**config.mk**
```make
export PLATFORM = sky130hd
export DESIGN_NAME = bpi_lane
export DESIGN_NICKNAME = d
export VERILOG_FILES = /design/src/sv/bpi_pkg.sv /design/src/sv/bpi_lane.sv
export SDC_FILE = /design/constraint.sdc
export NUM_CORES = 1
export LEC_CHECK = 0
export BUFFER_PORTS_ARGS = -buffer_cell sky130_fd_sc_hd__buf_2
export CAP_MARGIN = 20
export CORE_ASPECT_RATIO = 0.7
export CORE_MARGIN = 4
export CORE_UTILIZATION = 50
export DETAILED_ROUTE_END_ITERATION = 8
export PLACE_DENSITY = 0.69
export RECOVER_POWER = 25
export SLEW_MARGIN = 20
export SYNTH_ARGS = -nofsm -noshare
export SYNTH_HDL_FRONTEND = slang
export SYNTH_SLANG_ARGS = --single-unit
```
**constraint.sdc**
```tcl
create_clock -name i_clk -period 5.65 [get_ports i_clk]
set_input_delay 0.2825 -clock i_clk [delete_from_list [all_inputs] [get_ports i_clk]]
set_output_delay 0.2825 -clock i_clk [all_outputs]
set_load 0.005 [all_outputs]
```
**src/sv/bpi_pkg.sv**
```systemverilog
// ----------------------------------------------------------------------------
// Bilinear pixel interpolator package
// Shared constants, register indexes and the pipeline enable bundle.
// ----------------------------------------------------------------------------
package bpi_pkg;

    localparam int LANES      = 8;
    localparam int FRAC_BITS  = 8;
    localparam int PIX_W      = 8;
    localparam int BUS_W      = 64;
    localparam int COL_W      = 12;
    localparam int ROW_W      = 12;
    localparam int STEP_W     = 16;
    localparam int START_W    = 24;
    localparam int CFG_IDX_W  = 2;
    localparam int CFG_DATA_W = 24;
    localparam int ACC_W      = 2 * PIX_W;

    localparam logic [FRAC_BITS-1:0] WEIGHT_ONE = 8'd255;
    localparam logic [PIX_W-1:0]     PIX_MAX    = 8'd255;

    localparam logic [STEP_W-1:0]  X_STEP_RST  = 16'd256;
    localparam logic [STEP_W-1:0]  Y_STEP_RST  = 16'd256;
    localparam logic [START_W-1:0] Y_START_RST = 24'd0;

    typedef enum logic [CFG_IDX_W-1:0] {
        REG_X_STEP  = 2'd0,
        REG_Y_STEP  = 2'd1,
        REG_Y_START = 2'd2
    } t_reg_idx;

    // Per-stage load enables produced by the pipeline control.
    typedef struct packed {
        logic s1;
        logic s2;
        logic s3;
        logic s4;
    } t_pipe_en;

endpackage

```
**src/sv/bpi_lane.sv**
```systemverilog
// ----------------------------------------------------------------------------
// Bilinear interpolator lane
// Stages two to four of one lane: horizontal blend, vertical weighting, sum.
// ----------------------------------------------------------------------------
module bpi_lane (
    input  logic                          i_clk,
    input  bpi_pkg::t_pipe_en             i_en,
    input  logic [bpi_pkg::PIX_W-1:0]     i_tl,
    input  logic [bpi_pkg::PIX_W-1:0]     i_tr,
    input  logic [bpi_pkg::PIX_W-1:0]     i_bl,
    input  logic [bpi_pkg::PIX_W-1:0]     i_br,
    input  logic [bpi_pkg::FRAC_BITS-1:0] i_fx,
    input  logic [bpi_pkg::FRAC_BITS-1:0] i_fy,
    output logic [bpi_pkg::PIX_W-1:0]     o_pix
);
    import bpi_pkg::*;

    logic [FRAC_BITS-1:0]       fx1;
    logic [ACC_W-1:0]           n_a, n_b;
    logic [ACC_W-1:0]           r_a, r_b;
    logic [FRAC_BITS-1:0]       r_fy2;
    logic [ACC_W+FRAC_BITS-1:0] top_prod, bot_prod;
    logic [PIX_W-1:0]           r_top, r_bot;
    logic [PIX_W:0]             sum;
    logic [PIX_W-1:0]           r_pix;

    // The two weights sum to 255, so each blend fits in 16 bits.
    assign fx1 = WEIGHT_ONE - i_fx;
    assign n_a = ACC_W'(i_tl) * ACC_W'(fx1) + ACC_W'(i_tr) * ACC_W'(i_fx);
    assign n_b = ACC_W'(i_bl) * ACC_W'(fx1) + ACC_W'(i_br) * ACC_W'(i_fx);

    always_ff @(posedge i_clk) begin
        if (i_en.s2) begin
            r_a   <= n_a;
            r_b   <= n_b;
            r_fy2 <= i_fy;
        end
    end

    assign top_prod = (ACC_W+FRAC_BITS)'(r_a) * (ACC_W+FRAC_BITS)'(WEIGHT_ONE - r_fy2);
    assign bot_prod = (ACC_W+FRAC_BITS)'(r_b) * (ACC_W+FRAC_BITS)'(r_fy2);

    always_ff @(posedge i_clk) begin
        if (i_en.s3) begin
            r_top <= top_prod[ACC_W+FRAC_BITS-1:ACC_W];
            r_bot <= bot_prod[ACC_W+FRAC_BITS-1:ACC_W];
        end
    end

    assign sum = {1'b0, r_top} + {1'b0, r_bot};

    always_ff @(posedge i_clk) begin
        if (i_en.s4) begin
            r_pix <= sum[PIX_W] ? PIX_MAX : sum[PIX_W-1:0];
        end
    end

    assign o_pix = r_pix;

endmodule

```
* Yosys cells after proc, flatten, opt, wreduce, memory -nomap -nowiden *
Index checks and enable logic that the tools add are counted.
Widths: inputs -> output; s select.

storage, ports and cells
  register bits after elaboration = 64
  latch bits = 0
  RAM bits = 0
  ROM bits = 0
  input bits = 53
  output and inout port bits = 8
  word-level logic and storage cells = 17
  memories kept = 0

operators by class
  add/sub/neg operators = 5
  multiply operators = 6
  divide/modulo/power cells = 0
  order comparisons = 0
  equal/unequal tests = 0
  shift operators = 0
  mux-type cells = 0
  bitwise logic cells = 0
  reduce and logical (&&, ||, !) cells = 0

operator list
  kind                 number
  $mul 8x8->16         4
  $add 16x16->16       2
  $mul 16x8->24        1
  $mul 17x9->24        1
  $add 8x8->9          1
  $sub 8x8->9 const A  1
  $sub 8x8->8 const A  1

* Longest topological paths before layout *
  word-level depth = 3
  depth in mapped cells = 21
  gate-level depth less buffers = 20

* Least setup slack after synthesis *
No wires, ideal clock.

  path kind = input to register
  start point = input port i_fx[1] (netlist bit)
  end point = register r_a[15] (data pin)
  setup time = 0.266 ns
  arrival time = 5.067 ns
  required time = 5.384 ns
  path slack = 0.317 ns
  stages = 16
  buffers on the path = 1
  cells stage by stage = clkbuf_1 nand2b_1 fa_1 fa_1 fa_1 inv_1 fa_1 fa_1 fa_1 ha_1 or2_2 a21oi_1 a211oi_1 o31ai_1 mux2i_1 nand4_1

between the ends
  word-level cells in the longest chain between the ends = 3
  elaborated cells on any way between the ends = 4
  those cells by class = add/sub: 2; mul: 2

RTL lines
  element               RTL line        RTL
  from (decl)           bpi_lane.sv:12  input logic [bpi_pkg::FRAC_BITS-1:0] i_fx,
  $sub 8x8->8           bpi_lane.sv:28  assign fx1 = WEIGHT_ONE - i_fx;
  $mul 8x8->16          bpi_lane.sv:29  assign n_a = ACC_W'(i_tl) * ACC_W'(fx1) + ACC_W'(i_tr) * ACC_W'(i_fx);
  $add 16x16->16 (*)    bpi_lane.sv:29
  named net n_a[15]     bpi_lane.sv:19  logic [ACC_W-1:0] n_a, n_b;
  to (signal assigned)  bpi_lane.sv:34  r_a <= n_a;
  to (decl)             bpi_lane.sv:20  logic [ACC_W-1:0] r_a, r_b;

Mark *: on every way through the listed nets, which the timed path passes. The rest lies on a longest branch.
A chain may end at the register's enable or synchronous reset.

* Worst setup path after layout *
  start point = input port i_fx[2] (netlist bit)
  end point = register r_a[13] (data pin)

The elaborated chain is that of the path after synthesis.

==> out/metrics.csv <==
metric,value,unit
numCtsBuffers,9,
fin_area,19880,um2
worstSetupPathType,in -> reg,
fin_crit,5.344,ns
port-buffer-count,59,
clock_sinks,64,
fin_crit_sh,94.58,%
grt_overflow_total,0,
fillers,3195,
viasPerCell,5.028,
drive_above_1_share,6.241,%
drt-wirelength-per-cell,15.63,um
wirelength,38800,um
rsz0062_at_grt,no,
drtAntennaViolNets,0,
clkSlewWorstSetupHoldPaths,0.06,ns
placed_area,19560,um2
antennaDiodeCount,0,
hold_ws,0.1082,ns
grt_pass1_wl,66760,um
cts_setup_buffers,0,
vias,12490,
ys.flop_type,edfxtp_1,
cts.repair.resized,0,
post-place-ws,-0.0004903,ns
worstSetupEndpointType,flop,
final_hold_viol_count,0,
syn2layout_area_growth,7.445,%
report.final.slew_viol_count,41,
track_usage,20.28,%
io_pins,61,
route.detailed.drc,0,
grt_max_degree,41,
synthesis.area,18500,um2
violations,"max-capacitance violations, max-slew violations",
syn_inst,1933,
setup_viol,0,
dp.final_hpwl,32820,um
hold_path_class,in -> reg,
gp_congestion,0.8578,
core,36210,um2
grt_pass1_vias,13340,
fp.dieW,237.9,um
insertion_delay,0.35,ns
die_area,40200,um2
synth.distinct_cells,52,
worstMarginPinSlew,2.275,ns
cts_max_level,3,
antenna_found_initial,0,
clockBufferDepth,2,
initial_core_util,51.10,%
timing.fmax,0.1871,GHz
worstPathArrival,5.43,ns
ys_seq_area_share,10.39,%
cp.required,5.73,ns
synthArstFlopShare,0,%
die_h,169.0,um
holdBufCountCts,0,
slew_headroom,-51.64,%
synth-edff-count,64,
drtPass1Iterations,7,
syn_avg_cell_area,9.573,um2
drv_cap,1,
start_kind,input port,
cts_tree,done,
status,finished with violations,
yosysWarnings,0,
setup_slack,0.3063,ns
critical_path_peak_fanout,18,
rows,58,
final_net_count,2634,
finClkSkew,0.01448,ns
synth_seq_cells,64,
cts.root.buffer_cell,clkbuf_16,
drt_iter0_drc,630,
[worst paths after layout]
path,startpoint,endpoint,slack (ns),depth (start not counted)
setup / recovery,i_fx[2],r_a[13],0.31,18
hold / removal,i_fy[0],r_fy2[0],0.11,1
setup reg to reg,r_fy2[4],r_bot[7],0.37,17
hold reg to reg,r_top[0],o_pix[0],0.68,3
[registers in the layout, indices dropped and copies added (netlist names)]
signal / cells
r_fy2: 8
o_pix: 8
r_top: 8
r_a: 16
r_b: 16
r_bot: 8
[Yosys cell counts, types with 4 or more instances]
cell | number | area share [%]
o21bai_1 | 4 | 0.16
and3_1 | 11 | 0.37
nand4_1 | 4 | 0.14
nand2b_1 | 107 | 3.6
clkbuf_1 | 48 | 0.97
nor2_1 | 18 | 0.37
a21boi_0 | 4 | 0.16
and2_1 | 177 | 6.0
a211oi_1 | 8 | 0.32
xor2_1 | 13 | 0.62
o31ai_1 | 4 | 0.16
nor2b_1 | 151 | 5.1
xnor2_1 | 32 | 1.5
o21ai_0 | 12 | 0.32
nor3_1 | 10 | 0.27
ha_1 | 223 | 15
nand3_1 | 15 | 0.41
nand2_1 | 93 | 1.9
edfxtp_1 | 64 | 10
or2_2 | 4 | 0.14
a21o_1 | 12 | 0.49
inv_1 | 493 | 10
fa_1 | 360 | 39
a21oi_1 | 28 | 0.76
[stage by stage]
stage	TNS, ns	std cells	utilization (%)
floorplan	0	1934	-
global placement	0	2467	54.03
detailed placement	-0.0004903	2467	54.03
CTS	0	2483	54.93
global route	0	2483	54.90
finish	0	2483	54.90
[cells in the final DEF, fill, tap and decap left out, types with 2 or more instances in the layout]
cell and count:
xor2_1 13, a21o_1 12, and3_1 11, nand3_1 15, bufinv_16 2, nor2b_1 151, inv_6 2, nor2_1 18
a21oi_1 28, o21ai_0 12, clkinv_4 2, o31a_1 2, fa_1 360, buf_12 2, mux2_2 2, a41oi_1 2
o21bai_1 4, nand2b_1 107, buf_4 40, o211ai_1 3, xnor2_1 32, nand4_1 4, inv_1 493, buf_2 51
conb_1 2, or3_1 3, nor4_1 3, edfxtp_1 64, o31ai_1 4, nor3_1 10, and2_1 177, a211oi_1 8
clkbuf_16 9, ha_1 223, nand2_1 93, o21ai_2 2, or2_2 4, clkbuf_1 8, a21boi_0 4
[cell families (layout without fill, tap and decap cells)]
kind of cell	count (synthesis)	after routing	share of synthesized area, %
AOI/OAI and AO/OA	96	96	3.624
muxes	3	3	0.1758
DFF	64	64	10.39
other	1	2	0.02027
xor gates and xnor gates	45	45	2.130
buffers and inverters	541	610	10.97
adders and majority gates	583	583	54.03
and+or+nand+nor	600	600	18.66
[worst max-delay path: stages]
cell,delay [ns]
buf_2,0.35
buf_4,0.23
nand2_1,0.09
fa_1,0.54
inv_1,0.06
fa_1,0.46
fa_1,0.55
fa_1,0.45
fa_1,0.51
inv_1,0.05
fa_1,0.48
inv_1,0.05
ha_1,0.37
nand3_1,0.12
a211oi_1,0.35
o31ai_1,0.19
buf_4,0.16
xnor2_1,0.11
[layer usage]
layer	wire, um	vias to the layer above	track usage [%]	part of all wire (%)
met2	17630	255	31.67	45
met3	1789	31	2.964	4.6
met5	0	-	0	0
met1	18880	6307	30.62	49
li1	-	5892	-	-
met4	503	0	3.628	1.3
[final cells by class]
cell class / count / area (um2) / share of cell area, %
Timing Repair Buffer: 101 / 625.6 / 3.147
Clock buffer: 9 / 225.2 / 1.133
Tap cell: 480 / 600.6 / 3.021
Inverter: 493 / 1851 / 9.308
Multi-Input combinational cell: 1329 / 14560 / 73.21
Sequential cell: 64 / 1922 / 9.666
Clock inverter: 7 / 102.6 / 0.5160
Power is not shown: default switching activity piles up to over one toggle a cycle in this logic, so the estimate is an artifact.
