$ cat src/sv/bpi_pkg.sv
// ----------------------------------------------------------------------------
// Bilinear pixel interpolator package
// Shared constants, register indexes and the pipeline enable bundle.
// ----------------------------------------------------------------------------
package bpi_pkg;

    localparam int LANES      = 8;
    localparam int FRAC_BITS  = 8;
    localparam int PIX_W      = 8;
    localparam int BUS_W      = 64;
    localparam int COL_W      = 12;
    localparam int ROW_W      = 12;
    localparam int STEP_W     = 16;
    localparam int START_W    = 24;
    localparam int CFG_IDX_W  = 2;
    localparam int CFG_DATA_W = 24;
    localparam int ACC_W      = 2 * PIX_W;

    localparam logic [FRAC_BITS-1:0] WEIGHT_ONE = 8'd255;
    localparam logic [PIX_W-1:0]     PIX_MAX    = 8'd255;

    localparam logic [STEP_W-1:0]  X_STEP_RST  = 16'd256;
    localparam logic [STEP_W-1:0]  Y_STEP_RST  = 16'd256;
    localparam logic [START_W-1:0] Y_START_RST = 24'd0;

    typedef enum logic [CFG_IDX_W-1:0] {
        REG_X_STEP  = 2'd0,
        REG_Y_STEP  = 2'd1,
        REG_Y_START = 2'd2
    } t_reg_idx;

    // Per-stage load enables produced by the pipeline control.
    typedef struct packed {
        logic s1;
        logic s2;
        logic s3;
        logic s4;
    } t_pipe_en;

endpackage

$ cat src/sv/bpi_cfg.sv
// ----------------------------------------------------------------------------
// Bilinear interpolator configuration registers
// Holds the horizontal step, vertical step and vertical start position.
// ----------------------------------------------------------------------------
module bpi_cfg (
    input  logic                             i_clk,
    input  logic                             i_rst_n,
    input  logic                             i_cfg_valid,
    output logic                             o_cfg_ready,
    input  logic [bpi_pkg::CFG_IDX_W-1:0]    i_cfg_index,
    input  logic [bpi_pkg::CFG_DATA_W-1:0]   i_cfg_data,
    output logic [bpi_pkg::STEP_W-1:0]       o_x_step,
    output logic [bpi_pkg::STEP_W-1:0]       o_y_step,
    output logic [bpi_pkg::START_W-1:0]      o_y_start
);
    import bpi_pkg::*;

    logic [STEP_W-1:0]  r_x_step;
    logic [STEP_W-1:0]  r_y_step;
    logic [START_W-1:0] r_y_start;

    always_ff @(posedge i_clk) begin
        if (!i_rst_n) begin
            r_x_step  <= X_STEP_RST;
            r_y_step  <= Y_STEP_RST;
            r_y_start <= Y_START_RST;
        end else if (i_cfg_valid) begin
            // Indexes past the register list are dropped.
            unique case (t_reg_idx'(i_cfg_index))
                REG_X_STEP:  r_x_step  <= i_cfg_data[STEP_W-1:0];
                REG_Y_STEP:  r_y_step  <= i_cfg_data[STEP_W-1:0];
                REG_Y_START: r_y_start <= i_cfg_data[START_W-1:0];
                default: ;
            endcase
        end
    end

    assign o_cfg_ready = 1'b1;
    assign o_x_step    = r_x_step;
    assign o_y_step    = r_y_step;
    assign o_y_start   = r_y_start;

endmodule

$ cat config.mk
export PLATFORM = sky130hd
export DESIGN_NAME = bpi_cfg
export DESIGN_NICKNAME = d
export VERILOG_FILES = /design/src/sv/bpi_pkg.sv /design/src/sv/bpi_cfg.sv
export SDC_FILE = /design/constraint.sdc
export NUM_CORES = 1
export LEC_CHECK = 0
export ABC_CLOCK_PERIOD_IN_PS = 1800
export BUFFER_PORTS_ARGS = -buffer_cell sky130_fd_sc_hd__buf_2
export CORE_UTILIZATION = 40
export CTS_BUF_LIST = sky130_fd_sc_hd__clkbuf_8
export DETAILED_ROUTE_END_ITERATION = 8
export GPL_TIMING_DRIVEN = 0
export PLACE_DENSITY = 0.65
export SETUP_SLACK_MARGIN = 0.5
export SYNTH_ARGS = -nofsm -noshare
export SYNTH_HDL_FRONTEND = slang
export SYNTH_SLANG_ARGS = --single-unit
$ cat constraint.sdc
create_clock -name i_clk -period 1.8 [get_ports i_clk]
set_clock_uncertainty 0.15 [all_clocks]
set_input_delay 0.54 -clock i_clk [delete_from_list [all_inputs] [get_ports i_clk]]
set_output_delay 0.54 -clock i_clk [all_outputs]
set_load 0.01 [all_outputs]
After elaboration in Yosys (flattened, before gate mapping) --
Index checks and enable logic that the tools add are counted. W data, S select, Z words.
Operators by class: $lt $le $gt $ge 0, multipliers 0, equality and inequality tests 2, reduce and logical (&&, ||, !) cells 4, div/mod/pow operators 0, muxes and demuxes 0, bitwise gates (word level) 0, shift operators 0, add/sub/neg operators 0
Operator list (count):
- $reduce_and A2 Y1 | 3
- $eq A2 B1 Y1 const B | 1
- $eq A2 B2 Y1 const B | 1
- $logic_not A2 Y1 | 1
Word-level totals: latch bits 0, flip-flop bits (word level) 56, RAM bits 0, output and inout port bits 57, ROM bits 0, memories kept 0

Depth between registers and ports, before layout --
Gate-level depths: netlist of run 1.
word-level depth 2, gate-level depth with buffers 4

Worst setup path before layout of run 1 --
OpenSTA, ideal clock, no wires.
path kind input to register, start point input port i_cfg_index[1] in the netlist's numbering, end point register r_x_step[0] (netlist: o_x_step[0]), library setup time 0.072 ns, stages on the path 4, data arrival time 1.177 ns, required time 1.578 ns, setup slack 0.401 ns, cell sequence nor3b_2 buf_6 buf_8 mux2i_1
On the way: longest elaborated chain between the ends 2
RTL lines:
- from (decl) | line bpi_cfg.sv:10 | input logic [bpi_pkg::CFG_IDX_W-1:0] i_cfg_index,
- $logic_not A2 Y1 | line bpi_cfg.sv:29 | unique case (t_reg_idx'(i_cfg_index))
- $reduce_and A2 Y1 (no line)
- to (signal assigned) | line bpi_cfg.sv:30 | REG_X_STEP: r_x_step <= i_cfg_data[STEP_W-1:0];
- to (decl) | line bpi_cfg.sv:18 | logic [STEP_W-1:0] r_x_step;
Every way passes these cells. A chain may end at the register's enable or synchronous reset.

Worst setup path in the final report of run 1 --
start point register r_y_start[22] (netlist: o_y_start[22]), end point output port o_y_start[22] in the netlist's numbering
RTL lines:
- from (decl) | line bpi_cfg.sv:20 | logic [START_W-1:0] r_y_start;
- from (signal assigned) | line bpi_cfg.sv:32 | REG_Y_START: r_y_start <= i_cfg_data[START_W-1:0];
- to (decl) | line bpi_cfg.sv:14 | output logic [bpi_pkg::START_W-1:0] o_y_start
No word-level cell between the ends.

==> flow_summary_export.csv, run 1 <==
group,metric,value,unit
timing,fin_crit,1460,ps
routing,antenna_left,0,
logic_synthesis,syn_avg_cell_area,10.2,µm²
logic_synthesis,synth_area,0.00219,mm²
logic_synthesis,synth_top_family_by_area,"multiplexers",
power,ir_worst_vdd,0.000519,V
power,switching_share,0.233,
logic_synthesis,synthSimpleGateAreaFrac,0.155,
clock_network,cts_buffer_depth,2,
logic_synthesis,ys_types,13,
clock_network,htreeDepth,2,
placed_design,placed_cell_area,0.00270,mm²
cells_and_area,syn_to_final_growth,50.0,%
flow_run,cap_violations,0,
power,clkPwrFrac,0.328,
cells_and_area,antennaDiodeCount,0,
logic_synthesis,yosys_warnings,0,
critical_path,path_cells,"buf_6",
critical_path,path_class,"reg -> out",
timing,setup_tns,0,ps
die,core_area,0.00517,mm²
power,powerDensity,746,mW/mm²
power,pwr-share-comb,0.131,
global_route,first_global_vias,1725,
clock_network,cts_sinks,56,
logic_synthesis,ys.flop_type,"dfxtp_1",
logic_synthesis,synth_common_cells,"nand2_1 (78), dfxtp_1 (56), mux2i_1 (56)",
power,p_switching,0.571,mW
power,seqPwrFrac,0.541,
logic_synthesis,synth_area_leader_cell,"dfxtp_1",
logic_synthesis,yosysSeqAreaShare,0.513,
clock_network,numCtsBuffers,5,
logic_synthesis,yosysTopAreaCellShare,0.513,
critical_path,cp.depth,1,
critical_path,crit_path_end_kind,"output pin",
cells_and_area,fin_cells,382,
die,ios,86,
timing,rsz0062_at_grt,"yes",
routing,drt_first_pass_iters,4,
clock_network,clockRootBuffer,"clkbuf_8",
clock_network,holdBufCountCts,0,
critical_path,r2r_cells,3,
logic_synthesis,ys_top_cells_by_area,"dfxtp_1 (51%), mux2i_1 (26%), nand2_1 (13%)",
die,die-area,0.00576,mm²
timing,finalMaxSlewViolations,0,
logic_synthesis,synth_compound_area_frac,0,
critical_path,start_kind,"register",
logic_synthesis,syn_inst,214,
cells_and_area,final_area,0.00328,mm²
placed_design,gp_congestion,0.706,
placed_design,hpwlAfterDp,3470,µm
critical_path,cp.required,1110,ps
logic_synthesis,synth-xor-area-share,0,
global_route,grt_pass1_wl,8630,µm
critical_path,critical_path.slowest_cell,"dfxtp_2",
clock_network,clock_latency,300,ps
global_route,gr-usage-all-layers,0.189,
logic_synthesis,synth_adder_area_share,0,
cells_and_area,fin_nets,340,
cells_and_area,drive_above_1_share,0.548,
power,leakagePower,1.64,nW
timing,finalSetupViolCount,0,
routing,wl_per_cell,13.9,µm
critical_path,cp_top_family,"flip-flops",
logic_synthesis,syn_nets,243,
global_route,grt_antenna_before_repair,0,
placed_design,io_buffers,83,
routing,vias_per_cell,4.63,
die,die_w,75.9,µm
hold_path,holdPathStages,3,
critical_path,max_stage_delay,360,ps
clock_network,path_clk_slew,100,ps
timing,fmax,0.686,GHz
logic_synthesis,synth_most_common_cell,"nand2_1",
die,fp.dieH,75.9,µm
logic_synthesis,synth-async-reset-ratio,0,
die,rows,26,
timing,fin_hold_ws,312,ps
routing,vias,1767,
placed_design,placedCellCount,367,
routing,drc,0,
global_route,overflow,0,
timing,timing.final.crit_share,0.810,
routing,wl,5320,µm
critical_path,crit_buf_inv,1,
hold_path,min_path_type,"in -> reg",
power,p_int,1.87,mW
logic_synthesis,ys_ff_latch,56,
routing,drtIter0Drc,53,
critical_path,cp_max_fo,2,
run_status,status,"finished clean",
logic_synthesis,muxShareOfSynthArea,0.256,
logic_synthesis,synth-edff-count,0,
global_route,grt_max_degree,17,
clock_network,cts_tree,"built",
die,initial_utilization,0.423,
critical_path,worstPathArrival,770,ps
timing,hold_viol_final,0,
[worst paths after layout]
kind | startpoint | to | slack (ps)
max | o_y_start[22] | o_y_start[22] | 340
min | i_cfg_data[19] | o_y_start[19] | 310
max reg2reg | o_y_start[12] | o_y_start[12] | 960
min reg2reg | o_y_start[17] | o_y_start[17] | 320
[placed cells by master, fill, tap and decap left out, types with 2 or more instances in the layout]
cell / n
buf_12: 3
buf_2: 33
buf_4: 9
buf_6: 59
clkbuf_2: 2
clkbuf_8: 5
dfxtp_2: 56
mux2i_1: 56
nand2_1: 78
nand3b_1: 2
nor2b_1: 3
[power by group through the flow]
stage | combinational, mW | clock (mW) | sequential (mW)
after CTS | 0.317 | 0.821 | 1.32
after global placement | 0.263 | 0 | 1.33
after floorplan | 0.137 | 0 | 1.35
after global routing | 0.347 | 0.881 | 1.33
after detailed placement | 0.266 | 0 | 1.33
final | 0.321 | 0.802 | 1.32
[logic make-up (layout without fill, tap and decap cells)]
group,after synthesis,in the layout
other cells,1,1
simple gates,84,84
flops,56,56
buf+inv,17,115
mux,56,56
[worst reg2reg max path: cells and delay by family, from the launching register on]
family	cells	cell delay (ps)
buffers and inverters	1	110
DFF	1	360
muxes	1	120
and+or+nand+nor	1	40
[cell type report]
cell class | count | area, µm²
repair buffers | 90 | 818
clock buffers | 5 | 68.8
clock inverters | 3 | 38.8
multi-input cells | 141 | 910
fillers | 415 | 1890
plain buffers | 17 | 164
flip-flops and latches | 56 | 1190
well taps | 70 | 87.6
[metrics by stage]
step	util	setup slack [ps]	power, mW
5_1_grt	0.634	303	2.56
6_report	0.634	343	2.44
3_3_place_gp	0.521	167	1.59
4_1_cts	0.626	341	2.46
3_5_place_dp	0.521	147	1.60
2_1_floorplan	-	403	1.49
[metal layers]
metal | part of all wire | GRT usage | wire length, µm
met4 | 0.013 | 0.0635 | 69
met3 | 0.056 | 0.0458 | 299
met5 | 0 | 0 | 0
met1 | 0.44 | 0.236 | 2360
met2 | 0.49 | 0.319 | 2600
[state kept, by name, summed over array words and instances, names as in the netlist]
signal	flops
o_y_start	24
o_y_step	16
o_x_step	16
[timing repair]
action | in CTS | in global routing
endpoints found under the setup margin | 66 | 67
resized for setup | 112 | 4
setup buffers | 2 | 5
Power figures use the tool's default switching activity.
==> run 2, diff against run 1 <==
- ABC_AREA: unset -> 1
- ABC_CLOCK_PERIOD_IN_PS: 1800 -> 1250
- PLACE_DENSITY: 0.65 -> 0.66
- clock period: 1.8 -> 1.25 ns (I/O delays scaled with it)
==> flow_summary_export.csv, run 2 <==
group,metric,value,unit
run_status,status,"finished with violations",
run_status,failed_checks,"setup timing",
clock_network,cts_tree,"built",
timing,fin_crit,1320,ps
cells_and_area,syn_to_final_growth,80.9,%
die,rows,27,
routing,drc,0,
cells_and_area,layout_common_cells,"buf_6 (73), nor2_1 (60), inv_1 (56), dfxtp_2 (56)",
global_route,first_global_vias,2426,
critical_path,worstPathArrival,790,ps
routing,wl_per_cell,13.8,µm
logic_synthesis,syn_avg_cell_area,6.53,µm²
critical_path,cp_top_family,"flip-flops",
die,ios,86,
global_route,grt_antenna_before_repair,0,
timing,finalSetupViolCount,56,
critical_path,crit_path_end_kind,"output pin",
die,die-area,0.00621,mm²
logic_synthesis,synth-async-reset-ratio,0,
power,finalPower,3.92,mW
critical_path,start_kind,"register",
critical_path,cp.required,730,ps
clock_network,cts_sinks,56,
logic_synthesis,ys_types,16,
routing,drt_first_pass_iters,4,
flow_run,cap_violations,0,
die,initial_utilization,0.421,
logic_synthesis,synth_area_leader_cell,"dfxtp_1",
cells_and_area,drive_above_1_share,0.626,
timing,finalMaxSlewViolations,0,
cells_and_area,antennaDiodeCount,0,
die,core_area,0.00561,mm²
logic_synthesis,yosysSeqAreaShare,0.475,
die,die_w,78.8,µm
global_route,gr-usage-all-layers,0.251,
clock_network,numCtsBuffers,5,
logic_synthesis,syn_nets,390,
timing,setup_ws,-66.3,ps
timing,rsz0062_at_grt,"yes",
routing,wl,7620,µm
die,fp.dieH,78.8,µm
critical_path,critical_path.slowest_cell,"dfxtp_2",
logic_synthesis,ys.flop_type,"dfxtp_1",
placed_design,gp_congestion,0.752,
clock_network,clock_latency,310,ps
logic_synthesis,synth_most_common_cell,"nand2_1",
critical_path,max_stage_delay,360,ps
timing,fmax,0.760,GHz
power,ir_worst_vdd,0.000633,V
logic_synthesis,synth_common_cells,"nand2_1 (96), nor2_1 (93), dfxtp_1 (56)",
cells_and_area,final_area,0.00427,mm²
logic_synthesis,syn_inst,361,
logic_synthesis,ys_ff_latch,56,
global_route,grt_max_degree,16,
power,powerDensity,919,mW/mm²
timing,hold_viol_final,0,
critical_path,path_cells,"buf_6",
logic_synthesis,yosysTopAreaCellShare,0.475,
routing,antenna_left,0,
cells_and_area,final_core_util,0.761,
cells_and_area,largest_register_ffs,24,
global_route,overflow,0,
routing,vias,2534,
routing,drtIter0Drc,88,
timing,timing.final.crit_share,1.05,
power,leakagePower,2.09,nW
clock_network,clockRootBuffer,"clkbuf_8",
cells_and_area,mostFrequentLayoutCell,"buf_6",
global_route,grt_pass1_wl,12000,µm
clock_network,htreeDepth,2,
clock_network,path_clk_slew,100,ps
clock_network,cts_buffer_depth,2,
logic_synthesis,synth_area,0.00236,mm²
placed_design,io_buffers,82,
placed_design,hpwlAfterDp,4300,µm
hold_path,min_path_type,"in -> reg",
logic_synthesis,yosys_warnings,0,
cells_and_area,fin_nets,506,
logic_synthesis,synth-edff-count,0,
placed_design,placed_cell_area,0.00298,mm²
critical_path,cp_max_fo,2,
routing,vias_per_cell,4.61,
critical_path,crit_buf_inv,1,
logic_synthesis,ys_top_cells_by_area,"dfxtp_1 (48%), nand2_1 (15%), nor2_1 (15%)",
critical_path,path_class,"reg -> out",
==> run 2: changes by cell type after synthesis, moves of 2 or more <==
cell / delta
nor2_1: +93
buf_2: +7
mux2i_1: -56
a21oi_1: +15
inv_2: +2
nand3_1: +19
nor2b_1: -3
inv_1: +54
nand3b_1: -2
buf_1: +2
buf_12: -3
nand2_1: +18
==> run 2: path summary, 6_finish.rpt <==
check / start / end / slack, ps / depth (start not counted)
setup / recovery: o_y_start[7] / o_y_start[7] / -70 / 1
hold reg to reg: o_x_step[8] / o_x_step[8] / 320 / 2
hold / removal: i_cfg_data[18] / o_y_start[18] / 130 / 3
setup reg to reg: o_y_step[5] / o_y_step[5] / 310 / 5
==> run 2: what timing repair did <==
action | in CTS | in global routing
pin swaps | 17 | 19
gates resized for setup | 180 | 52
setup buffers | 10 | 8
setup endpoints to repair | 112 | 112
cloned | 9 | 0
hold buffers | 0 | 0
==> run 2: logic make-up (layout without fill, tap and decap cells) <==
family                 Yosys count  count (layout)  synth area share
AOI/OAI and AO/OA               15              15            0.0318
buffers and inverters           78             195             0.141
DFF                             56              56             0.475
other                            1               1           0.00159
and+or+nand+nor                211             211             0.351
==> run 2: area by class of cell <==
class                           count  area (µm²)
Tap cell                           72        90.1
Sequential cell                    56        1190
Buffer                             22         233
Fill cell                         403        1340
Inverter                           56         215
Clock inverter                      2        7.51
Timing Repair Buffer              109        1130
Clock buffer                        6        82.6
Multi-Input combinational cell    227        1310
==> run 2: power by group <==
part	switching, mW	total (mW)	internal, mW
registers	0.0684	1.96	1.90
logic	0.458	0.933	0.475
clock network	0.586	1.02	0.438
total	1.11	3.92	2.81
==> run 2: metal layers <==
layer  track usage  vias up  share of wire
met5             0        -              0
met4        0.0759        0          0.019
met3        0.0598       14          0.053
met2         0.436       83           0.51
met1         0.306     1161           0.42
li1              -     1276              -
==> run 2: per-stage QoR <==
step	setup slack, ps	hold WS [ps]	setup TNS, ps	cells
after global routing	-87.8	116	-3730	550
after detailed placement	-162	290	-5090	515
final	-66.3	126	-2100	550
after floorplan	80.2	310	0	361
after global placement	-160	279	-4520	515
after CTS	-50.6	116	-2130	542
