**src/sv/bpi_pkg.sv**
```systemverilog
// ----------------------------------------------------------------------------
// Bilinear pixel interpolator package
// Shared constants, register indexes and the pipeline enable bundle.
// ----------------------------------------------------------------------------
package bpi_pkg;

    localparam int LANES      = 8;
    localparam int FRAC_BITS  = 8;
    localparam int PIX_W      = 8;
    localparam int BUS_W      = 64;
    localparam int COL_W      = 12;
    localparam int ROW_W      = 12;
    localparam int STEP_W     = 16;
    localparam int START_W    = 24;
    localparam int CFG_IDX_W  = 2;
    localparam int CFG_DATA_W = 24;
    localparam int ACC_W      = 2 * PIX_W;

    localparam logic [FRAC_BITS-1:0] WEIGHT_ONE = 8'd255;
    localparam logic [PIX_W-1:0]     PIX_MAX    = 8'd255;

    localparam logic [STEP_W-1:0]  X_STEP_RST  = 16'd256;
    localparam logic [STEP_W-1:0]  Y_STEP_RST  = 16'd256;
    localparam logic [START_W-1:0] Y_START_RST = 24'd0;

    typedef enum logic [CFG_IDX_W-1:0] {
        REG_X_STEP  = 2'd0,
        REG_Y_STEP  = 2'd1,
        REG_Y_START = 2'd2
    } t_reg_idx;

    // Per-stage load enables produced by the pipeline control.
    typedef struct packed {
        logic s1;
        logic s2;
        logic s3;
        logic s4;
    } t_pipe_en;

endpackage

```
**src/sv/bpi_ctrl.sv**
```systemverilog
// ----------------------------------------------------------------------------
// Bilinear interpolator pipeline control
// Valid bits of the four stages and the back-pressure chain between them.
// ----------------------------------------------------------------------------
module bpi_ctrl (
    input  logic              i_clk,
    input  logic              i_rst_n,
    input  logic              i_in_valid,
    output logic              o_in_ready,
    output logic              o_out_valid,
    input  logic              i_out_ready,
    output bpi_pkg::t_pipe_en o_en
);
    import bpi_pkg::*;

    logic r_v1, r_v2, r_v3, r_v4;
    logic adv1, adv2, adv3, adv4;

    // A stage may load when it is empty or its content moves on this cycle.
    assign adv4 = !r_v4 || i_out_ready;
    assign adv3 = !r_v3 || adv4;
    assign adv2 = !r_v2 || adv3;
    assign adv1 = !r_v1 || adv2;

    always_ff @(posedge i_clk) begin
        if (!i_rst_n) begin
            r_v1 <= 1'b0;
            r_v2 <= 1'b0;
            r_v3 <= 1'b0;
            r_v4 <= 1'b0;
        end else begin
            if (adv1) begin
                r_v1 <= i_in_valid;
            end
            if (adv2) begin
                r_v2 <= r_v1;
            end
            if (adv3) begin
                r_v3 <= r_v2;
            end
            if (adv4) begin
                r_v4 <= r_v3;
            end
        end
    end

    assign o_in_ready  = adv1;
    assign o_out_valid = r_v4;
    assign o_en.s1     = adv1;
    assign o_en.s2     = adv2;
    assign o_en.s3     = adv3;
    assign o_en.s4     = adv4;

endmodule

```
**config.mk**
```make
export PLATFORM = sky130hd
export DESIGN_NAME = bpi_ctrl
export DESIGN_NICKNAME = d
export VERILOG_FILES = /design/src/sv/bpi_pkg.sv /design/src/sv/bpi_ctrl.sv
export SDC_FILE = /design/constraint.sdc
export NUM_CORES = 1
export LEC_CHECK = 0
export BUFFER_PORTS_ARGS = -buffer_cell sky130_fd_sc_hd__buf_2
export CORE_AREA = 2 2 39 41
export DETAILED_ROUTE_END_ITERATION = 16
export DIE_AREA = 0 0 41 43
export PLACE_DENSITY = 0.32
export SLEW_MARGIN = 30
export SYNTH_ARGS = -nofsm -noshare
export SYNTH_HDL_FRONTEND = slang
export SYNTH_SLANG_ARGS = --single-unit
```
**constraint.sdc**
```tcl
create_clock -name i_clk -period 1.1 [get_ports i_clk]
set_input_delay 0.11 -clock i_clk [delete_from_list [all_inputs] [get_ports i_clk]]
set_output_delay 0.11 -clock i_clk [all_outputs]
set_load 0.02 [all_outputs]
```
# Word level (Yosys, flattened, before mapping)
# Index checks and enable logic that the tools add are counted.
totals:
  ff_bits: 4
  wordCells: 12
classes:
  n_reduce_logical: 8
ops:
  columns: ["op", "n"]
  rows:
  - ["1-bit zero test", 4]
  - ["1-bit logical OR", 4]

# Longest topological paths before layout
# Gate-level depths: netlist of run 1.
depth:
  ltp_word: 5
  ltp_mapped: 3
  ltp_nobuf: 3

# Least setup slack after synthesis of run 1
# OpenSTA, ideal clock, no wires.
synth_timing:
  kind: "register to output"
  startpoint: "reg r_v4, in the netlist o_out_valid"
  endpoint: "out o_en[3] (netlist bit)"
  arrival_ps: 1083
  slack_ps: -93
  stages_incl_launch_ff: 4
  n_path_buf: 1
  path_cell_list: "dfxtp_1 -> and4b_2 -> nand2_1 -> buf_4"
synth_via:
  elab_chain_cells: 5
synth_rtl:
  columns: ["item", "line", "text"]
  rows:
  - ["start, declared", "bpi_ctrl.sv:16", "logic r_v1, r_v2, r_v3, r_v4;"]
  - ["start signal, assigned", "bpi_ctrl.sv:42", "r_v4 <= r_v3;"]
  - ["1-bit zero test", "bpi_ctrl.sv:20", "assign adv4 = !r_v4 || i_out_ready;"]
  - ["1-bit logical OR", "bpi_ctrl.sv:20", null]
  - ["1-bit logical OR", "bpi_ctrl.sv:21", "assign adv3 = !r_v3 || adv4;"]
  - ["1-bit logical OR", "bpi_ctrl.sv:22", "assign adv2 = !r_v2 || adv3;"]
  - ["1-bit logical OR", "bpi_ctrl.sv:23", "assign adv1 = !r_v1 || adv2;"]
  - ["end, declared", "bpi_ctrl.sv:12", "output bpi_pkg::t_pipe_en o_en"]
# Every way passes these cells.

==> run_results.csv, run 1 <==
group,metric,value,unit
clock_tree,clk_latency,230,ps
clock_tree,numCtsBuffers,3,
sta,period_minus_slack,1140,ps
flow_run,drv_cap,0,
synth,avgSynthCellArea,9.24,µm²
clock_tree,cts.sinks,4,
worst_setup_path,crit_type,"reg2out",
worst_setup_path,required,990,ps
worst_setup_path,critPathLaunchType,"flop",
grt,grt_max_degree,6,
placement,place.gp.congestion,0.571,
floorplan,start_util,14.0,%
grt,grt_pass1_vias,157,
placement,dp_cells,42,
sta,fmax,0.880,GHz
clock_tree,path_clk_slew,40,ps
synth,ys_seq_elements,4,
clock_tree,cts_tree,"yes",
floorplan,fp.dieW,41,µm
worst_setup_path,rr_worst_depth,5,
finish,layout.cells.non_filler,47,
grt,gr-total-overflow,0,
finish,finalNetCount,37,
grt,grt_usage,5.02,%
synth,seq_area_frac_synth,41.3,%
grt,antenna_found_initial,0,
placement,dpl-instance-area,233,µm²
worst_setup_path,path_max_fanout,4,
worst_setup_path,worstPathArrival,1030,ps
sta,finalSetupViolCount,3,
finish,final_area,292,µm²
detailed_routing,viasPerCell,3.32,
sta,max_slew_margin,91.9,%
sta,rsz0062_at_grt,"true",
sta,finalCritPeriodShare,103,%
detailed_routing,drc_errors,0,
detailed_routing,num_vias,156,
floorplan,dieHeight,43,µm
status,status,"finished with violations",
worst_setup_path,cp-end-kind,"primary output",
detailed_routing,wl,345,µm
worst_setup_path,timing.rr.start,"o_out_valid",
floorplan,core,0.00138,mm²
detailed_routing,drtIter0Drc,0,
finish,finalCoreUtilization,21.1,%
placement,place.port_buffers,9,
status,violations,"setup timing",
sta,worst_slew_pin_slew,122,ps
finish,drive_gt1_share,74.2,%
detailed_routing,ant_nets,0,
synth,ys_warn_count,0,
finish,syn_to_final_growth,50.3,%
sta,report.final.slew_viol_count,0,
floorplan,ioPinCount,10,
clock_tree,htreeDepth,1,
pwr,powerDensity,1190,mW/mm²
worst_setup_path,critPathLaunch,"o_out_valid",
worst_setup_path,r2r_setup_slack,40,ps
worst_setup_path,worstReg2RegEnd,"r_v1",
synth,syn_nets,25,
worst_hold_path,hp-class,"in2reg",
clock_tree,clockBufferDepth,2,
sta,fin_skew,0.0997,ps
pwr,p_leak,0.130,nW
floorplan,fp-row-count,14,
synth,synth_cells,21,
grt,grt_pass1_wl,503,µm
worst_setup_path,cp-endpoint,"o_en[3]",
clock_tree,ctsRootBufferMaster,"clkbuf_4",
finish,diodes,0,
sta,hold_violations,0,
detailed_routing,wl_per_cell,7.34,µm
pwr,peakVddDrop,341,µV
sta,holdWs,80.1,ps
clock_tree,postCtsHoldBufs,0,
sta,finalSetupTns,-74.2,ps
sta,setup_slack,-35.9,ps
floorplan,die-area,0.00176,mm²
placement,dp_hpwl,301,µm
synth,ys_types,10,
detailed_routing,drt_pass1_iterations,1,
synth,syn_area,194,µm²
## stage by stage
step                power [mW]  setup slack, ps
detailed placement       0.177              176
floorplan                0.167             49.5
CTS                      0.360            -51.9
global route             0.366            -82.2
finish                   0.348            -35.9
global placement         0.176              180
## what timing repair did
| item | in CTS | in global routing |
|---|---|---|
| resized for setup | 8 | 0 |
| pin swaps | 2 | 0 |
| setup buffers | 1 | 1 |
| endpoints found under the setup margin | 3 | 3 |
## sequential cells by signal (all words and copies together) (netlist names)
name / count
r_v3: 1
r_v2: 1
o_out_valid: 1
r_v1: 1
## worst max-delay path, stage by stage, from the launching register on
cell and delay [ps]:
dfxtp_2 330, and4b_2 260, nand2_2 80, buf_6 130
## routing by layer
layer  vias to the layer above  part of all wire (%)  track usage [%]
li1                         85                     -                -
met1                        67                    26             2.25
met2                         4                    61             7.81
met3                         0                    13             3.14
met4                         0                     0             8.00
met5                         -                     0                0
## synth_stat cells
cell / count / area [µm²]
o21a_1: 3 / 22.5
and2b_2: 1 / 8.76
nand2_1: 3 / 11.3
buf_4: 4 / 30.0
inv_1: 2 / 7.51
dfxtp_1: 4 / 80.1
o21ai_2: 1 / 8.76
and4b_2: 1 / 11.3
and3b_2: 1 / 10.0
inv_2: 1 / 3.75
## cells by family after synthesis
| logic type | count (synthesis) | share of synthesized area, % |
|---|---|---|
| buffers and inverters | 7 | 21.3 |
| flip-flops | 4 | 41.3 |
| AO/OA/AOI/OAI | 4 | 16.1 |
| AND/OR/NAND/NOR | 6 | 21.3 |
## how the worst min path moves through the flow
stage | from | endpoint | slack [ps] | depth (start not counted)
finish | i_in_valid | r_v1 | 80 | 3
global route | i_in_valid | r_v1 | 80 | 3
CTS | i_in_valid | r_v1 | 70 | 3
detailed placement | i_in_valid | r_v1 | 320 | 3
global placement | i_in_valid | r_v1 | 310 | 3
floorplan | i_in_valid | r_v1 | 220 | 2
## report_power, final
part | switching, mW | internal (mW) | total (mW)
sequential | 0.00365 | 0.152 | 0.156
combinational | 0.00855 | 0.0101 | 0.0187
clock | 0.0525 | 0.122 | 0.174
## cell usage in the layout, fill, tap and decap left out
cell type  n
nand2_2    1
dfxtp_2    3
and2b_2    1
o21ai_2    1
clkbuf_4   3
nand2_1    2
inv_1      2
buf_6      3
o21a_1     3
and4b_2    1
buf_4      2
dfxtp_1    1
and3b_2    1
inv_2      1
buf_2      6
## cell type report
| cell class | count | area [µm²] |
|---|---|---|
| well taps | 16 | 20.0 |
| clock buffers | 3 | 22.5 |
| multi-input cells | 10 | 75.1 |
| repair buffers | 11 | 78.8 |
| flip-flops and latches | 4 | 83.8 |
| inverters | 3 | 11.3 |
| fillers | 167 | 1090 |
No activity file was read; power rests on OpenSTA's default activity.
==> run 2, diff against run 1 <==
- ABC_AREA: unset -> 1
- REMOVE_ABC_BUFFERS: unset -> 1
==> run_results.csv, run 2 <==
group,metric,value,unit
pwr,design_power_total,0.353,mW
synth,synth.area.top_cells,"dfxtp_1, buf_4, inv_1",
sta,period_minus_slack,1140,ps
synth,synthTopCellsByCount,"inv_1, buf_4, dfxtp_1",
synth,ys_seq_elements,4,
placement,pre_cts_ws,142,ps
detailed_routing,drtIter0Drc,1,
sta,finalSetupViolCount,5,
grt,gr-total-overflow,0,
clock_tree,cts.sinks,4,
sta,report.final.slew_viol_count,0,
detailed_routing,viasPerCell,3.33,
grt,grt_max_degree,6,
worst_setup_path,cp-end-kind,"primary output",
floorplan,fp-row-count,14,
grt,antenna_found_initial,0,
grt,grt_pass1_vias,155,
detailed_routing,wl_per_cell,6.96,µm
floorplan,fp.dieW,41,µm
synth,avgSynthCellArea,8.54,µm²
sta,fin_skew,0.344,ps
clock_tree,postCtsHoldBufs,0,
sta,max_slew_margin,86.0,%
worst_setup_path,crit_type,"reg2out",
clock_tree,clk_latency,230,ps
synth,synth_area_leader_cell,"dfxtp_1",
finish,finalNetCount,39,
finish,n_fill_cell,151,
placement,dp_hpwl,267,µm
floorplan,die-area,0.00176,mm²
synth,synth_most_common_cell,"inv_1",
finish,multi_input_area,72.6,µm²
finish,diodes,0,
grt,grt_usage,5.92,%
synth,syn_area,196,µm²
synth,synth_flop_cell,"dfxtp_1",
detailed_routing,num_vias,163,
worst_setup_path,required,990,ps
status,violations,"setup timing",
synth,synth-async-reset-ratio,0,%
sta,fmax,0.878,GHz
clock_tree,path_clk_slew,30,ps
detailed_routing,ant_nets,0,
flow_run,drv_cap,0,
pwr,p_leak,0.140,nW
floorplan,ioPinCount,10,
detailed_routing,drc_errors,0,
pwr,peakVddDrop,478,µV
floorplan,start_util,14.2,%
synth,ys_warn_count,0,
pwr,powerDensity,1160,mW/mm²
worst_hold_path,hp-class,"in2reg",
finish,syn_to_final_growth,54.8,%
detailed_routing,wl,341,µm
floorplan,dieHeight,43,µm
synth,netlist.area_leader.share,40.8,%
floorplan,core,0.00138,mm²
finish,mostFrequentLayoutCell,"buf_2",
synth,ys_types,10,
placement,place.port_buffers,9,
clock_tree,ctsRootBufferMaster,"clkbuf_4",
finish,seq_area,81.3,µm²
synth,seq_area_frac_synth,40.8,%
worst_setup_path,critPathLaunchType,"flop",
sta,holdWs,128,ps
sta,rsz0062_at_grt,"true",
sta,setup_slack,-38.4,ps
finish,drive_gt1_share,63.6,%
detailed_routing,drt_pass1_iterations,2,
synth,synth_cells,23,
clock_tree,numCtsBuffers,3,
sta,worst_slew_pin_slew,209,ps
sta,hold_violations,0,
status,status,"finished with violations",
clock_tree,cts_tree,"yes",
placement,dpl-instance-area,231,µm²
clock_tree,htreeDepth,1,
sta,finalSetupTns,-157,ps
finish,final_area,304,µm²
finish,layout_common_cells,"buf_2, inv_1, buf_6, clkbuf_4, dfxtp_1",
sta,finalCritPeriodShare,103,%
grt,grt_pass1_wl,634,µm
placement,place.gp.congestion,0.586,
synth,synth-edff-count,0,
clock_tree,clockBufferDepth,2,
worst_setup_path,path_max_fanout,5,
worst_setup_path,worstPathArrival,1030,ps
[run 2: cell count changes after synthesis, sizes merged, moves of 2 or more]
cell / before / now
a21oi: 0 / 3
inv: 3 / 6
nand2: 3 / 1
nor2: 0 / 3
o21a: 3 / 0
[run 2: path summary, 6_finish.rpt]
path                                  start      end  slack (ps)  cells past startpoint
worst max-delay path            o_out_valid  o_en[0]         -40                      5
worst min-delay path             i_in_valid     r_v1         130                      3
worst max register to register  o_out_valid     r_v1         140                      5
worst min register to register         r_v1     r_v2         490                      2
[run 2: cell families (layout without fill, tap and decap cells)]
group           after synthesis  count (layout)  synth area share [%]
compound gates                3               3                  9.56
buf+inv                      10              20                  26.8
flops                         4               4                  40.8
simple gates                  6               6                  22.9
[run 2: where the power goes]
part	leakage [nW]	internal, mW	total, mW	switching (mW)
Sequential	0.0333	0.152	0.158	0.00634
Combinational	0.0930	0.0101	0.0221	0.0120
Clock	0.0138	0.121	0.173	0.0512
Total	0.140	0.283	0.353	0.0695
[run 2: timing repair]
action                     in CTS  in global routing
setup endpoints to repair       4                  5
resized for setup               9                  3
pin swaps                       1                  1
setup buffers                   1                  1
[run 2: routing by layer]
| layer | share of wire [%] | wire length, µm | vias to the layer above | global-route usage, % |
|---|---|---|---|---|
| li1 | - | - | 86 | - |
| met1 | 48 | 162 | 67 | 6.75 |
| met2 | 37 | 126 | 10 | 6.25 |
| met3 | 15 | 52 | 0 | 7.85 |
| met4 | 0 | 0 | 0 | 2.00 |
| met5 | 0 | 0 | - | 0 |
[run 2: worst max-delay path, cell delays in order, from the launching register on]
cell and delay (ps):
dfxtp_2 320, inv_2 40, nor2_4 150, buf_4 140
inv_2 30, buf_6 110
[run 2: cell type report]
type	instances	area share (%)
multi-input cells	9	23.9
repair buffers	11	28.0
inverters	6	7.41
clock buffers	3	7.41
well taps	16	6.58
flip-flops and latches	4	26.7
[run 2: per-stage QoR]
stage,util (%),std cells
4_1_cts,21.0,48
6_report,22.0,49
3_5_place_dp,16.7,44
2_1_floorplan,-,19
5_1_grt,22.0,49
3_3_place_gp,16.7,44
==> run 3, diff against run 2 <==
==> constraint.sdc (replaced) <==
create_clock -name i_clk -period 1.1 [get_ports i_clk]
set_input_delay 0.11 -clock i_clk [delete_from_list [all_inputs] [get_ports i_clk]]
set_output_delay 0.11 -clock i_clk [all_outputs]
set_load 0.005 [all_outputs]
==> run_results.csv, run 3 (same netlist as run 2, synthesis figures left out) <==
group,metric,value,unit
detailed_routing,highest_layer,"met3",
sta,report.final.slew_viol_count,0,
grt,gr-total-overflow,0,
worst_setup_path,critPathLaunchType,"flop",
detailed_routing,drt_pass1_iterations,2,
grt,grt_max_degree,6,
floorplan,dieHeight,43,µm
clock_tree,cts.sinks,4,
pwr,powerDensity,1290,mW/mm²
detailed_routing,viasPerCell,3.25,
pwr,peakVddDrop,478,µV
worst_setup_path,path_max_fanout,5,
placement,place.gp.congestion,0.586,
worst_setup_path,crit_type,"reg2out",
detailed_routing,wl_met2,113,µm
grt,grt_usage,5.82,%
clock_tree,clk_latency,230,ps
finish,diodes,0,
finish,layout_common_cells,"buf_2, inv_1, clkbuf_4, dfxtp_1",
worst_setup_path,worstPathArrival,990,ps
pwr,p_leak,0.120,nW
sta,hold_violations,0,
worst_setup_path,worstReg2RegEnd,"r_v1",
floorplan,start_util,14.2,%
sta,rsz0062_at_grt,"true",
flow_run,drv_cap,0,
placement,dp_cells,44,
grt,grt_pass1_vias,150,
floorplan,ioPinCount,10,
clock_tree,clockBufferDepth,2,
worst_setup_path,rr_worst_depth,5,
worst_setup_path,critPathLaunch,"o_out_valid",
sta,max_slew_margin,86.0,%
finish,finalCoreUtilization,19.6,%
worst_setup_path,timing.rr.start,"o_out_valid",
detailed_routing,wl,327,µm
sta,period_minus_slack,1100,ps
detailed_routing,ant_nets,0,
floorplan,fp.dieW,41,µm
worst_setup_path,required,990,ps
worst_setup_path,cp-end-kind,"primary output",
clock_tree,numCtsBuffers,3,
finish,mostFrequentLayoutCell,"buf_2",
placement,pre_cts_ws,175,ps
sta,fmax,0.906,GHz
detailed_routing,wl_met1,162,µm
finish,n_fill_cell,156,
clock_tree,htreeDepth,1,
detailed_routing,drtIter0Drc,1,
finish,drive_gt1_share,59.4,%
detailed_routing,drc_errors,0,
grt,antenna_found_initial,0,
sta,worst_slew_pin_slew,209,ps
worst_hold_path,hold_path_end,"r_v1",
detailed_routing,route.met3.wl,51,µm
worst_hold_path,hp-class,"in2reg",
pwr,design_power_total,0.349,mW
floorplan,fp-row-count,14,
sta,finalCritPeriodShare,100,%
status,status,"finished with violations",
clock_tree,cts_tree,"yes",
finish,layout.cells.non_filler,48,
finish,final_area,272,µm²
clock_tree,postCtsHoldBufs,0,
sta,finalSetupViolCount,2,
placement,place.port_buffers,9,
detailed_routing,wl_per_cell,6.81,µm
finish,finalNetCount,38,
finish,syn_to_final_growth,38.2,%
detailed_routing,num_vias,156,
floorplan,core,0.00138,mm²
placement,dpl-instance-area,231,µm²
worst_hold_path,hold_path_depth,3,
placement,dp_hpwl,267,µm
grt,grt_pass1_wl,621,µm
status,violations,"setup timing",
floorplan,die-area,0.00176,mm²
sta,fin_skew,0.356,ps
worst_hold_path,min_from,"i_in_valid",
clock_tree,ctsRootBufferMaster,"clkbuf_4",
sta,setup_slack,-3.76,ps
worst_setup_path,r2r_setup_slack,170,ps
clock_tree,path_clk_slew,30,ps
==> run 3: cell count changes in the layout (fill, tap and decap cells not counted), sizes merged <==
cell / delta
buf: -1
==> run 3: worst max path at each step <==
stage               cells past startpoint          to  slack (ps)
global route                            4  o_in_ready         -90
detailed placement                      4  o_in_ready         170
CTS                                     4  o_in_ready         -60
floorplan                               4        r_v1         260
global placement                        4  o_in_ready         230
finish                                  4  o_in_ready          -4
==> run 3: cell type report <==
| class | instances | area, µm² | area share [%] |
|---|---|---|---|
| Sequential cell | 4 | 81.3 | 30.0 |
| Tap cell | 16 | 20.0 | 7.37 |
| Timing Repair Buffer | 10 | 52.6 | 19.4 |
| Clock buffer | 3 | 22.5 | 8.29 |
| Multi-Input combinational cell | 9 | 72.6 | 26.7 |
| Inverter | 6 | 22.5 | 8.29 |
==> run 3: through the flow <==
| step | TNS [ps] | hold slack, ps |
|---|---|---|
| 6_report | -7.39 | 128 |
| 5_1_grt | -324 | 135 |
| 4_1_cts | -180 | 124 |
| 3_5_place_dp | 0 | 369 |
| 3_3_place_gp | 0 | 359 |
| 2_1_floorplan | 0 | 254 |
==> run 3: where the power goes <==
part | leakage [nW] | switching, mW | total (mW) | internal [mW]
clock | 0.0138 | 0.0512 | 0.173 | 0.121
sequential | 0.0333 | 0.00634 | 0.158 | 0.152
combinational | 0.0726 | 0.00989 | 0.0187 | 0.00881
total | 0.120 | 0.0675 | 0.349 | 0.282
==> run 3: routing by layer <==
metal  track usage, %  vias to the layer above
met5                0                        -
met4             2.00                        0
met3             7.85                        0
met2             6.25                       10
met1             6.43                       62
li1                 -                       84
==> run 3: worst max-delay path, stage by stage, from the launching register on <==
cell and delay [ps]:
dfxtp_2 320, inv_2 40, nor2_4 150, nand4_4 100, buf_2 140
==> run 3: timing repair <==
item	CTS	global route
resized for setup	3	0
setup buffers	1	0
endpoints found under the setup margin	4	5
pin swaps	1	1
